==> config.mk <==
export PLATFORM = sky130hd
export DESIGN_NAME = pad_id_to_global_coordinates_core
export DESIGN_NICKNAME = d
export VERILOG_FILES = /design/src/rtl/pitgc_pkg.sv /design/src/rtl/pitgc_calc.sv /design/src/rtl/pad_id_to_global_coordinates_core.sv
export VERILOG_INCLUDE_DIRS = /design/src /design/src/rtl
export SDC_FILE = /design/constraint.sdc
export NUM_CORES = 1
export LEC_CHECK = 0
export BUFFER_PORTS_ARGS = -buffer_cell sky130_fd_sc_hd__buf_2
export CAP_MARGIN = 20
export CELL_PAD_IN_SITES_DETAIL_PLACEMENT = 0
export CELL_PAD_IN_SITES_GLOBAL_PLACEMENT = 2
export CORE_ASPECT_RATIO = 0.8
export CORE_MARGIN = 4
export CORE_UTILIZATION = 38
export DETAILED_ROUTE_END_ITERATION = 8
export PLACE_DENSITY_LB_ADDON = 0.05
export SYNTH_ARGS = -nofsm -noshare
export SYNTH_HDL_FRONTEND = slang
export SYNTH_SLANG_ARGS = --single-unit
==> constraint.sdc <==
create_clock -name clk -period 8.5 [get_ports clk]
set_clock_uncertainty 0.1 [all_clocks]
set_input_delay 1.7 -clock clk [delete_from_list [all_inputs] [get_ports clk]]
set_output_delay 1.7 -clock clk [all_outputs]
set_load 0.05 [all_outputs]
==> src/rtl/pad_id_to_global_coordinates_core_macros.svh <==
// Assertion helpers for the RTL file that carries checks.
// Every check samples on clk and is switched off while arst_n is low.
`ifndef PAD_ID_TO_GLOBAL_COORDINATES_CORE_MACROS_SVH
`define PAD_ID_TO_GLOBAL_COORDINATES_CORE_MACROS_SVH

// Check a same-cycle implication or a constant-delay sequence.
`define PITGC_ASSERT(lbl, prop, msg) \
	lbl: assert property (@(posedge clk) disable iff (!arst_n) (prop)) else $error(msg);

// Check that a condition in one cycle is followed by another in the next.
`define PITGC_ASSERT_NEXT(lbl, ante, cons, msg) \
	lbl: assert property (@(posedge clk) disable iff (!arst_n) (ante) |=> (cons)) else $error(msg);

`endif

==> src/rtl/pitgc_pkg.sv <==
package pitgc_pkg;

	localparam logic [2:0] NumStations = 3'd5;
	localparam logic [3:0] NumSegments = 4'd12;

	localparam logic [1:0] StatusOk    = 2'd0;
	localparam logic [1:0] StatusBad   = 2'd1;
	localparam logic [1:0] StatusRange = 2'd2;

	// Layout of one station/region: units and pads per unit in x and y.
	typedef struct packed {
		logic [3:0] nlux;
		logic [4:0] npx;
		logic [3:0] nluy;
		logic [3:0] npy;
	} lay_t;

	// Quarter and mirrored segment-within-quarter.
	typedef struct packed {
		logic [1:0] quart;
		logic [1:0] sub;
	} seg_t;

	// One decoded result beat.
	typedef struct packed {
		logic [2:0] station;
		logic [1:0] quarter;
		logic [1:0] region;
		logic [6:0] pad_x;
		logic [3:0] pad_y;
		logic [1:0] status;
	} res_t;

	function automatic lay_t mk_lay(input logic [3:0] nlux, input logic [4:0] npx,
			input logic [3:0] nluy, input logic [3:0] npy);
		lay_t l;
		l.nlux = nlux;
		l.npx  = npx;
		l.nluy = nluy;
		l.npy  = npy;
		return l;
	endfunction

	function automatic lay_t lay_lookup(input logic [2:0] sta, input logic [1:0] rgn);
		lay_t l;
		l = '0;
		case (sta)
			3'd0: begin
				case (rgn)
					2'd0: l = mk_lay(4'd1, 5'd24, 4'd1, 4'd8);
					2'd1: l = mk_lay(4'd1, 5'd24, 4'd2, 4'd4);
					2'd2: l = mk_lay(4'd1, 5'd24, 4'd4, 4'd2);
					default: l = mk_lay(4'd2, 5'd12, 4'd8, 4'd1);
				endcase
			end
			3'd1, 3'd2: begin
				case (rgn)
					2'd0: l = mk_lay(4'd8, 5'd6, 4'd1, 4'd8);
					2'd1: l = mk_lay(4'd4, 5'd12, 4'd2, 4'd4);
					default: l = mk_lay(4'd2, 5'd24, 4'd2, 4'd4);
				endcase
			end
			3'd3, 3'd4: begin
				case (rgn)
					2'd0: l = mk_lay(4'd1, 5'd12, 4'd1, 4'd8);
					2'd1: l = mk_lay(4'd4, 5'd3, 4'd2, 4'd4);
					default: l = mk_lay(4'd2, 5'd6, 4'd2, 4'd4);
				endcase
			end
			default: l = '0;
		endcase
		return l;
	endfunction

	// Odd quarters run their segments in the opposite direction.
	function automatic seg_t seg_split(input logic [3:0] seg);
		seg_t s;
		s = '0;
		case (seg)
			4'd0:  s = {2'd0, 2'd0};
			4'd1:  s = {2'd0, 2'd1};
			4'd2:  s = {2'd0, 2'd2};
			4'd3:  s = {2'd1, 2'd2};
			4'd4:  s = {2'd1, 2'd1};
			4'd5:  s = {2'd1, 2'd0};
			4'd6:  s = {2'd2, 2'd0};
			4'd7:  s = {2'd2, 2'd1};
			4'd8:  s = {2'd2, 2'd2};
			4'd9:  s = {2'd3, 2'd2};
			4'd10: s = {2'd3, 2'd1};
			4'd11: s = {2'd3, 2'd0};
			default: s = '0;
		endcase
		return s;
	endfunction

endpackage

==> src/rtl/pitgc_calc.sv <==
module pitgc_calc (
	input  logic [31:0]           pad_word,
	output pitgc_pkg::res_t       res
);

	logic [2:0] sta;
	logic [1:0] rgn;
	logic [3:0] seg;
	logic [2:0] col;
	logic [2:0] row;
	logic [6:0] px;
	logic [4:0] py;

	pitgc_pkg::lay_t lay;
	pitgc_pkg::seg_t sq;

	logic       bad;
	logic       out_of_range;
	logic       mirror_y;
	logic       mirror_x;
	logic [3:0] py_m;
	logic [3:0] row_m;
	logic [4:0] px_m;
	logic [3:0] col_m;
	logic [3:0] ux;
	logic [3:0] uy;
	logic [8:0] prod_x;
	logic [7:0] prod_y;
	logic [8:0] gx;
	logic [7:0] gy;

	assign sta = pad_word[31:29];
	assign rgn = pad_word[28:27];
	assign seg = pad_word[26:23];
	assign col = pad_word[22:20];
	assign row = pad_word[19:17];
	assign px  = pad_word[13:7];
	assign py  = pad_word[6:2];

	assign lay = pitgc_pkg::lay_lookup(sta, rgn);
	assign sq  = pitgc_pkg::seg_split(seg);

	assign bad = (sta >= pitgc_pkg::NumStations) || (seg >= pitgc_pkg::NumSegments);
	assign out_of_range = ({1'b0, col} >= lay.nlux) || ({1'b0, row} >= lay.nluy) ||
		(px >= {2'b00, lay.npx}) || (py >= {1'b0, lay.npy});

	assign mirror_y = (sq.quart == 2'd1) || (sq.quart == 2'd2);
	assign mirror_x = (sq.quart == 2'd2) || (sq.quart == 2'd3);

	// Local indices are in range here, so the low bits carry the whole value.
	assign py_m  = mirror_y ? (lay.npy - 4'd1 - py[3:0]) : py[3:0];
	assign row_m = mirror_y ? (lay.nluy - 4'd1 - {1'b0, row}) : {1'b0, row};
	assign px_m  = mirror_x ? (lay.npx - 5'd1 - px[4:0]) : px[4:0];
	assign col_m = mirror_x ? (lay.nlux - 4'd1 - {1'b0, col}) : {1'b0, col};

	// Offset by one unit span toward the outer segments.
	assign ux = col_m + ((sq.sub != 2'd0) ? lay.nlux : 4'd0);
	assign uy = row_m + ((sq.sub != 2'd2) ? lay.nluy : 4'd0);

	assign prod_x = 9'(ux) * 9'(lay.npx);
	assign prod_y = 8'(uy) * 8'(lay.npy);
	assign gx     = prod_x + 9'(px_m);
	assign gy     = prod_y + 8'(py_m);

	always_comb begin
		res.station = sta;
		res.region  = rgn;
		if (bad) begin
			res.quarter = 2'd0;
			res.pad_x   = 7'd0;
			res.pad_y   = 4'd0;
			res.status  = pitgc_pkg::StatusBad;
		end else if (out_of_range) begin
			res.quarter = sq.quart;
			res.pad_x   = 7'd0;
			res.pad_y   = 4'd0;
			res.status  = pitgc_pkg::StatusRange;
		end else begin
			res.quarter = sq.quart;
			res.pad_x   = gx[6:0];
			res.pad_y   = gy[3:0];
			res.status  = pitgc_pkg::StatusOk;
		end
	end

endmodule

==> src/rtl/pad_id_to_global_coordinates_core.sv <==
// A taken word passes the input-stage and result-stage registers before done shows it.
// Throughput: one pad word per clock; busy never rises, so start may stay high.
// Each result beat is on the ports for exactly one cycle; the receiver cannot stall.
// Reset (arst_n low, asynchronous) drops any beat in flight and holds done low.
`include "pad_id_to_global_coordinates_core_macros.svh"

module pad_id_to_global_coordinates_core (
	input  logic        clk,
	input  logic        arst_n,
	input  logic        start,
	output logic        busy,
	input  logic [31:0] pad_word,
	output logic        done,
	output logic [2:0]  station,
	output logic [1:0]  quarter,
	output logic [1:0]  region,
	output logic [6:0]  pad_x,
	output logic [3:0]  pad_y,
	output logic [1:0]  status
);

	// Input stage: the accepted pad word and its valid flag.
	logic                  valid_s1;
	logic [31:0]           pad_word_s1;

	// Result stage: the decoded beat that sits on the ports.
	logic                  valid_s2;
	pitgc_pkg::res_t       res_s2;
	pitgc_pkg::res_t       res_calc;

	logic                  accept;

	// The pipeline has no back-pressure, so a new beat is always welcome.
	assign busy   = 1'b0;
	assign accept = start && !busy;

	// Advance the valid flags every cycle; reset drops anything in flight.
	always_ff @(posedge clk or negedge arst_n) begin
		if (!arst_n) begin
			valid_s1 <= 1'b0;
			valid_s2 <= 1'b0;
		end else begin
			valid_s1 <= accept;
			valid_s2 <= valid_s1;
		end
	end

	// Payload registers carry no reset; the valid flags qualify them.
	always_ff @(posedge clk) begin
		if (accept) begin
			pad_word_s1 <= pad_word;
		end
		if (valid_s1) begin
			res_s2 <= res_calc;
		end
	end

	// Unpack the fields, look up the layout, mirror and scale to global pads.
	pitgc_calc u_calc (
		.pad_word (pad_word_s1),
		.res      (res_calc)
	);

	assign done    = valid_s2;
	assign station = res_s2.station;
	assign quarter = res_s2.quarter;
	assign region  = res_s2.region;
	assign pad_x   = res_s2.pad_x;
	assign pad_y   = res_s2.pad_y;
	assign status  = res_s2.status;

	// Every accepted beat passes through the input and result stages to done.
	`PITGC_ASSERT(a_done_latency, accept |-> ##2 done, "accepted beat did not reach the output")
	// Hold the input-stage beat into the result stage without loss.
	`PITGC_ASSERT_NEXT(a_s1_to_s2, valid_s1, done, "input-stage beat dropped")
	// A bad station or segment reports zero quarter and coordinates.
	`PITGC_ASSERT(a_bad_zero, done && (status == pitgc_pkg::StatusBad) |-> (quarter == 2'd0) && (pad_x == 7'd0) && (pad_y == 4'd0), "bad id with nonzero coordinates")
	// A good pad lands inside the quarter layout.
	`PITGC_ASSERT(a_ok_bound, done && (status == pitgc_pkg::StatusOk) |-> (pad_x <= 7'd95) && (station <= 3'd4), "good pad outside the layout")

endmodule

; ---- Yosys cells after proc, flatten, opt, wreduce, memory -nomap -nowiden
; Memory sizes are Yosys's and may differ from the RTL's. A register that Yosys moved wholly into a read port is not among the register bits.
; Index checks and enable logic that the tools add are counted.
[word_totals]
romBits = 64
in_bits = 35
elab_cells = 64
output_inout_bits = 22
register_bits = 54
memories = 1
[mem_list]
columns = memory, depth, width, rd, rd_ports_with_merged_regs, wr, line
row1 = (name not given), 16, 4, 1, 1, 0, pitgc_pkg.sv:79  ; case (seg)
[classes]
mux = 12
addsub = 12
order_cmp = 6
multipliers = 2
eq_ne = 10
n_reduce_logical = 12
[ops]
columns = operator, n
row1 = 17-bit one-hot mux with 3 select lines, 1
row2 = 15-bit one-hot mux with 3 select lines, 1
row3 = 17-bit one-hot mux with 2 select lines, 1
row4 = 16-bit one-hot mux with 2 select lines, 1
row5 = 4-bit 2-to-1 mux, 6
row6 = 4-bit adder, 3
row7 = "4-bit by 1-bit subtractor with 4-bit output, second input constant", 3
row8 = 3-bit by 4-bit >= comparator with 1-bit output, 2
row9 = 4-bit by 3-bit subtractor with 4-bit output, 2
row10 = 7-bit by 5-bit adder with 7-bit output, 1
row11 = 7-bit by 5-bit >= comparator with 1-bit output, 1
row12 = 4-bit by 5-bit multiplier with 7-bit output, 1
row13 = "2-bit equality test, second input constant", 3
row14 = "3-bit by 2-bit equality test with 1-bit output, second input constant", 2
row15 = 1-bit logical OR, 6
row16 = 2-bit OR reduction, 3
row17 = 5-bit by 4-bit >= comparator with 1-bit output, 1
row18 = 5-bit 2-to-1 mux, 1
row19 = "5-bit by 1-bit subtractor with 5-bit output, second input constant", 1
row20 = 5-bit subtractor, 1
row21 = "2-bit by 1-bit equality test with 1-bit output, second input constant", 2
row22 = "4-bit >= comparator, second input constant", 1
row23 = 4-bit by 4-bit multiplier with 4-bit output, 1
row24 = 4-bit subtractor, 1
row25 = other kinds (8), 8

; ---- Depth between registers and ports, before layout
[logic_depth]
ltp_word = 9
mapped_depth = 28
ltp_nobuf = 27

; ---- Hierarchy
; Synthesis repeated with hierarchy kept, for this count alone.
[unflattened]
hier_cells = 407
area_unflattened_um2 = 4251.6
[modules_own_cells]
columns = module, area_per_inst_um2, seq_area_each_um2, cells_per_inst, n_inst
row1 = pitgc_calc, 2628.8, 0.0, 351, 1
row2 = pad_id_to_global_coordinates_core, 1622.8, 1611.5, 56, 1

; ---- Worst setup path after synthesis
; No wires, ideal clock.
[synth_path]
path_kind = register to register
startpoint = register pad_word_s1[29]
endpoint = register res_s2, in the netlist pad_x[6], data pin
t_arrival_ps = 5688
slack_ps = 2449
period_less_slack_ps = 6051
path_stages_with_launch = 24
setup_ps = 263
required_time_ps = 8137
cell_sequence = edfxtp_1 buf_6 or3_4 o21a_1 o22ai_1 ha_1 fa_1 mux2_2 ha_1 a21o_1 a21o_1 xnor2_1 nand2_1 fa_1 fa_1 fa_1 inv_1 ha_1 o21ai_0 o21bai_1 a21oi_1 xnor2_1 nand3b_1 mux2i_1
[synth_via]
elab_chain_len = 9
elab_cells_between_ends = 28
cone_classes = add/sub (6) / mul (1) / order compare (5) / eq/ne (4) / mux (4) / reduce/logical (8)
[synth_rtl]
columns = item, line
row1 = start: declaration, pad_id_to_global_coordinates_core.sv:24  ; logic [31:0] pad_word_s1;
row2 = start signal: assignment, pad_id_to_global_coordinates_core.sv:51  ; pad_word_s1 <= pad_word;
row3 = 3-bit by 2-bit equality test with 1-bit output (tied with other cells), pitgc_pkg.sv:47  ; case (sta)
row4 = 2-bit OR reduction, pitgc_pkg.sv:47
row5 = 17-bit one-hot mux with 3 select lines, pitgc_pkg.sv:47
row6 = 4-bit by 1-bit subtractor with 4-bit output, pitgc_calc.sv:54  ; assign col_m = mirror_x ? (lay.nlux - 4'd1 - {1'b0, col}) : {1'b0, col};
row7 = 4-bit by 3-bit subtractor with 4-bit output, pitgc_calc.sv:54
row8 = 4-bit 2-to-1 mux, pitgc_calc.sv:54
row9 = 4-bit adder, pitgc_calc.sv:57  ; assign ux = col_m + ((sq.sub != 2'd0) ? lay.nlux : 4'd0);
row10 = 4-bit by 5-bit multiplier with 7-bit output, pitgc_calc.sv:60  ; assign prod_x = 9'(ux) * 9'(lay.npx);
row11 = 7-bit by 5-bit adder with 7-bit output, pitgc_calc.sv:62  ; assign gx = prod_x + 9'(px_m);
row12 = end signal: assignment, pad_id_to_global_coordinates_core.sv:54  ; res_s2 <= res_calc;
row13 = end: declaration, pad_id_to_global_coordinates_core.sv:28  ; pitgc_pkg::res_t res_s2;
; Parallel ways exist; a longest one is shown, timed or not.
; A chain may end at the register's enable or synchronous reset.

; ---- Worst setup path after layout
[layout_path]
startpoint = register pad_word_s1[31]
endpoint = register res_s2, in the netlist pad_x[6], data pin
; The elaborated chain is that of the path after synthesis.

==> results.py <==
metrics = {
    "detailed_routing": {
        "via_count": 2747,
        "wire_per_inst_um": 14.6,
        "post-route-drc-count": 0,
        "dr.first_iter.drc_count": 92,
        "ant_nets": 0,
        "wl_um": 8470,
        "via_per_inst": 4.75,
        "dr.pass1.iters": 4,
    },
    "floorplanning": {
        "die_area_mm2": 0.0127,
        "fp-row-count": 33,
        "core_area_mm2": 0.0104,
        "die_y_um": 101,
        "start_util": 0.397,
        "die_w_um": 125,
        "top_level_ports": 57,
    },
    "logic_synthesis": {
        "synth_area_per_cell_um2": 10.7,
        "synthTopCellsByArea": "edfxtp_1 34%, ha_1 17%, fa_1 8.2%",
        "synth-seq-cells": 53,
        "synth_cell_types": 53,
        "synth-edff-count": 47,
        "syn-num-nets": 495,
        "ys_async_sr_fraction": 0.0377,
        "synth_top_cell_area_share": 0.340,
        "yosys.area.top_type": "edfxtp_1",
        "ys_seq_area_frac": 0.372,
        "yosys_warnings": 0,
        "syn_area_mm2": 0.00415,
        "synth_flop_cell": "edfxtp_1",
        "syn_inst": 388,
    },
    "global_route": {
        "first_global_vias": 2775,
        "grt_pass1_wl_um": 14400,
        "grt_max_degree": 33,
        "antenna_found_initial": 0,
        "gr-total-overflow": 0,
        "grtUsageTotal": 0.142,
    },
    "worst_setup_path": {
        "cp.arrival_ns": 6.56,
        "cp.required_ns": 8.44,
        "cp_max_fo": 12,
        "crit_type": "reg -> reg",
        "cp-end-kind": "flip-flop",
        "start_kind": "flip-flop",
    },
    "finish": {
        "layout_common_cells": "55 x ha_1, 50 x buf_2, 47 x edfxtp_1",
        "finalNetCount": 544,
        "area_growth_pct": 12.9,
        "final_common_cell": "ha_1",
        "layout-drive-gt1-share": 0.167,
        "n_antenna_cell": 0,
    },
    "power_and_ir_drop": {
        "vdd.ir_drop.worst_v": 0.0000956,
        "power_density_mw_per_mm2": 195,
        "p_leak_nw": 2.22,
    },
    "timing": {
        "layout_min_cycle_time_ns": 6.62,
        "post-route-period-util": 0.779,
        "finalHoldViolCount": 0,
        "max_freq_mhz": 151,
        "setup_viol": 0,
        "rsz0062_at_grt": "false",
        "fin_tns_setup_ns": 0,
        "whs_ns": 0.506,
        "setup_ws_ns": 1.88,
        "report.final.slew_viol_count": 0,
        "slew_headroom": 0.304,
        "worst_slew_pin_slew_ns": 1.04,
    },
    "clocking": {
        "hold_buffers": 0,
        "post_cts_buffers": 0,
        "cts.clk_slew.worst_paths_ns": 0.07,
        "root_buffer": "clkbuf_16",
        "cts_resized": 0,
        "cts_tree": "yes",
        "htree_levels": 2,
        "cts_sinks": 53,
        "insertion_delay_ns": 0.30,
        "cts_buffer_depth": 2,
        "cts_buffers": 5,
    },
    "place": {
        "io_buffers": 50,
        "dpl_worst_slack_ns": 1.89,
        "gp_congestion": 0.789,
        "dp_hpwl_um": 6770,
    },
    "min_path": {
        "min_path_type": "reg -> reg",
    },
    "status": {
        "status": "completed",
    },
    "job": {
        "maxCapViolations": 0,
    },
}
cells in the mapped netlist (3+ instances only):
master / instances
mux2i_1: 8
o22ai_1: 3
nor2b_1: 3
nor2_1: 31
xor2_1: 10
edfxtp_1: 47
and3_1: 8
inv_1: 44
nor3_1: 3
a21oi_1: 23
a211oi_1: 3
nand2_1: 21
nand3_1: 7
dfxtp_1: 4
o21ai_0: 8
mux2_2: 7
a21o_1: 11
and2_1: 18
ha_1: 55
xnor2_1: 12
fa_1: 17
cell families after synthesis:
group / after synthesis / share of synthesized area
buf+inv: 52 / 0.0507
mux: 15 / 0.0383
xor+xnor: 24 / 0.0558
other cells: 1 / 0.000905
simple gates: 108 / 0.138
flops: 53 / 0.372
compound gates: 63 / 0.0963
fa+ha+maj: 72 / 0.248
stage by stage:
stage	area, um2	power (mW)	std cells	utilization
3_5_place_dp	4530	0.707	570	0.433
4_1_cts	4680	0.927	578	0.448
2_1_floorplan	4150	0.620	388	-
3_3_place_gp	4530	0.711	570	0.433
5_1_grt	4680	0.996	578	0.448
6_report	4680	0.912	578	0.448
power by group:
group | switching (mW) | internal, mW | leakage, nW
logic | 0.220 | 0.158 | 1.61
clock network | 0.0995 | 0.113 | 0.0763
registers | 0.0159 | 0.305 | 0.529
total | 0.335 | 0.576 | 2.22
state kept, by name, indices dropped and copies added (netlist names):
name,cells
status,2
pad_x,7
u_calc.sq,4
quarter,2
valid_s1,1
region,2
done,1
station,3
pad_word_s1,27
pad_y,4
final timing paths:
| path | start | end | slack, ns | cells past startpoint |
|---|---|---|---|---|
| max | pad_word_s1[31] | pad_x[6] | 1.88 | 22 |
| max reg2reg | pad_word_s1[31] | pad_x[6] | 1.88 | 22 |
| min in group asynchronous | arst_n | done | 1.08 | 1 |
| min | u_calc.sq[2] | quarter[0] | 0.51 | 2 |
| min reg2reg | u_calc.sq[2] | quarter[0] | 0.51 | 2 |
| max in group asynchronous | arst_n | valid_s1 | 7.13 | 1 |
metal layers:
| layer | up-vias | global-route usage | part of all wire | wire, um |
|---|---|---|---|---|
| met3 | 7 | 0.0327 | 0.049 | 419 |
| met2 | 51 | 0.210 | 0.39 | 3270 |
| met1 | 1249 | 0.216 | 0.56 | 4720 |
| li1 | 1440 | - | - | - |
| met5 | - | 0 | 0 | 0 |
| met4 | 0 | 0.0253 | 0.0066 | 56 |
worst max-delay path: stages, from the launching register on:
cell	delay, ns
edfxtp_1	0.57
or3_4	0.49
o21a_1	0.12
o22ai_1	0.22
ha_1	0.27
fa_1	0.42
mux2_2	0.30
ha_1	0.28
a21o_1	0.17
a21o_1	0.23
xnor2_1	0.25
nand2_1	0.11
fa_1	0.52
fa_1	0.52
fa_1	0.54
inv_1	0.04
ha_1	0.34
o21ai_0	0.23
o21bai_1	0.09
a21oi_1	0.20
xnor2_1	0.15
nand3b_1	0.12
mux2i_1	0.07
cell type report:
cell class / count / area [um2]
Fill cell: 1005 / 5770
Multi-Input combinational cell: 283 / 2390
Sequential cell: 53 / 1540
Timing Repair Buffer: 50 / 250
Tap cell: 140 / 175
Inverter: 44 / 165
Clock buffer: 5 / 125
Clock inverter: 3 / 28.8
(Power assumes the default switching activity.)
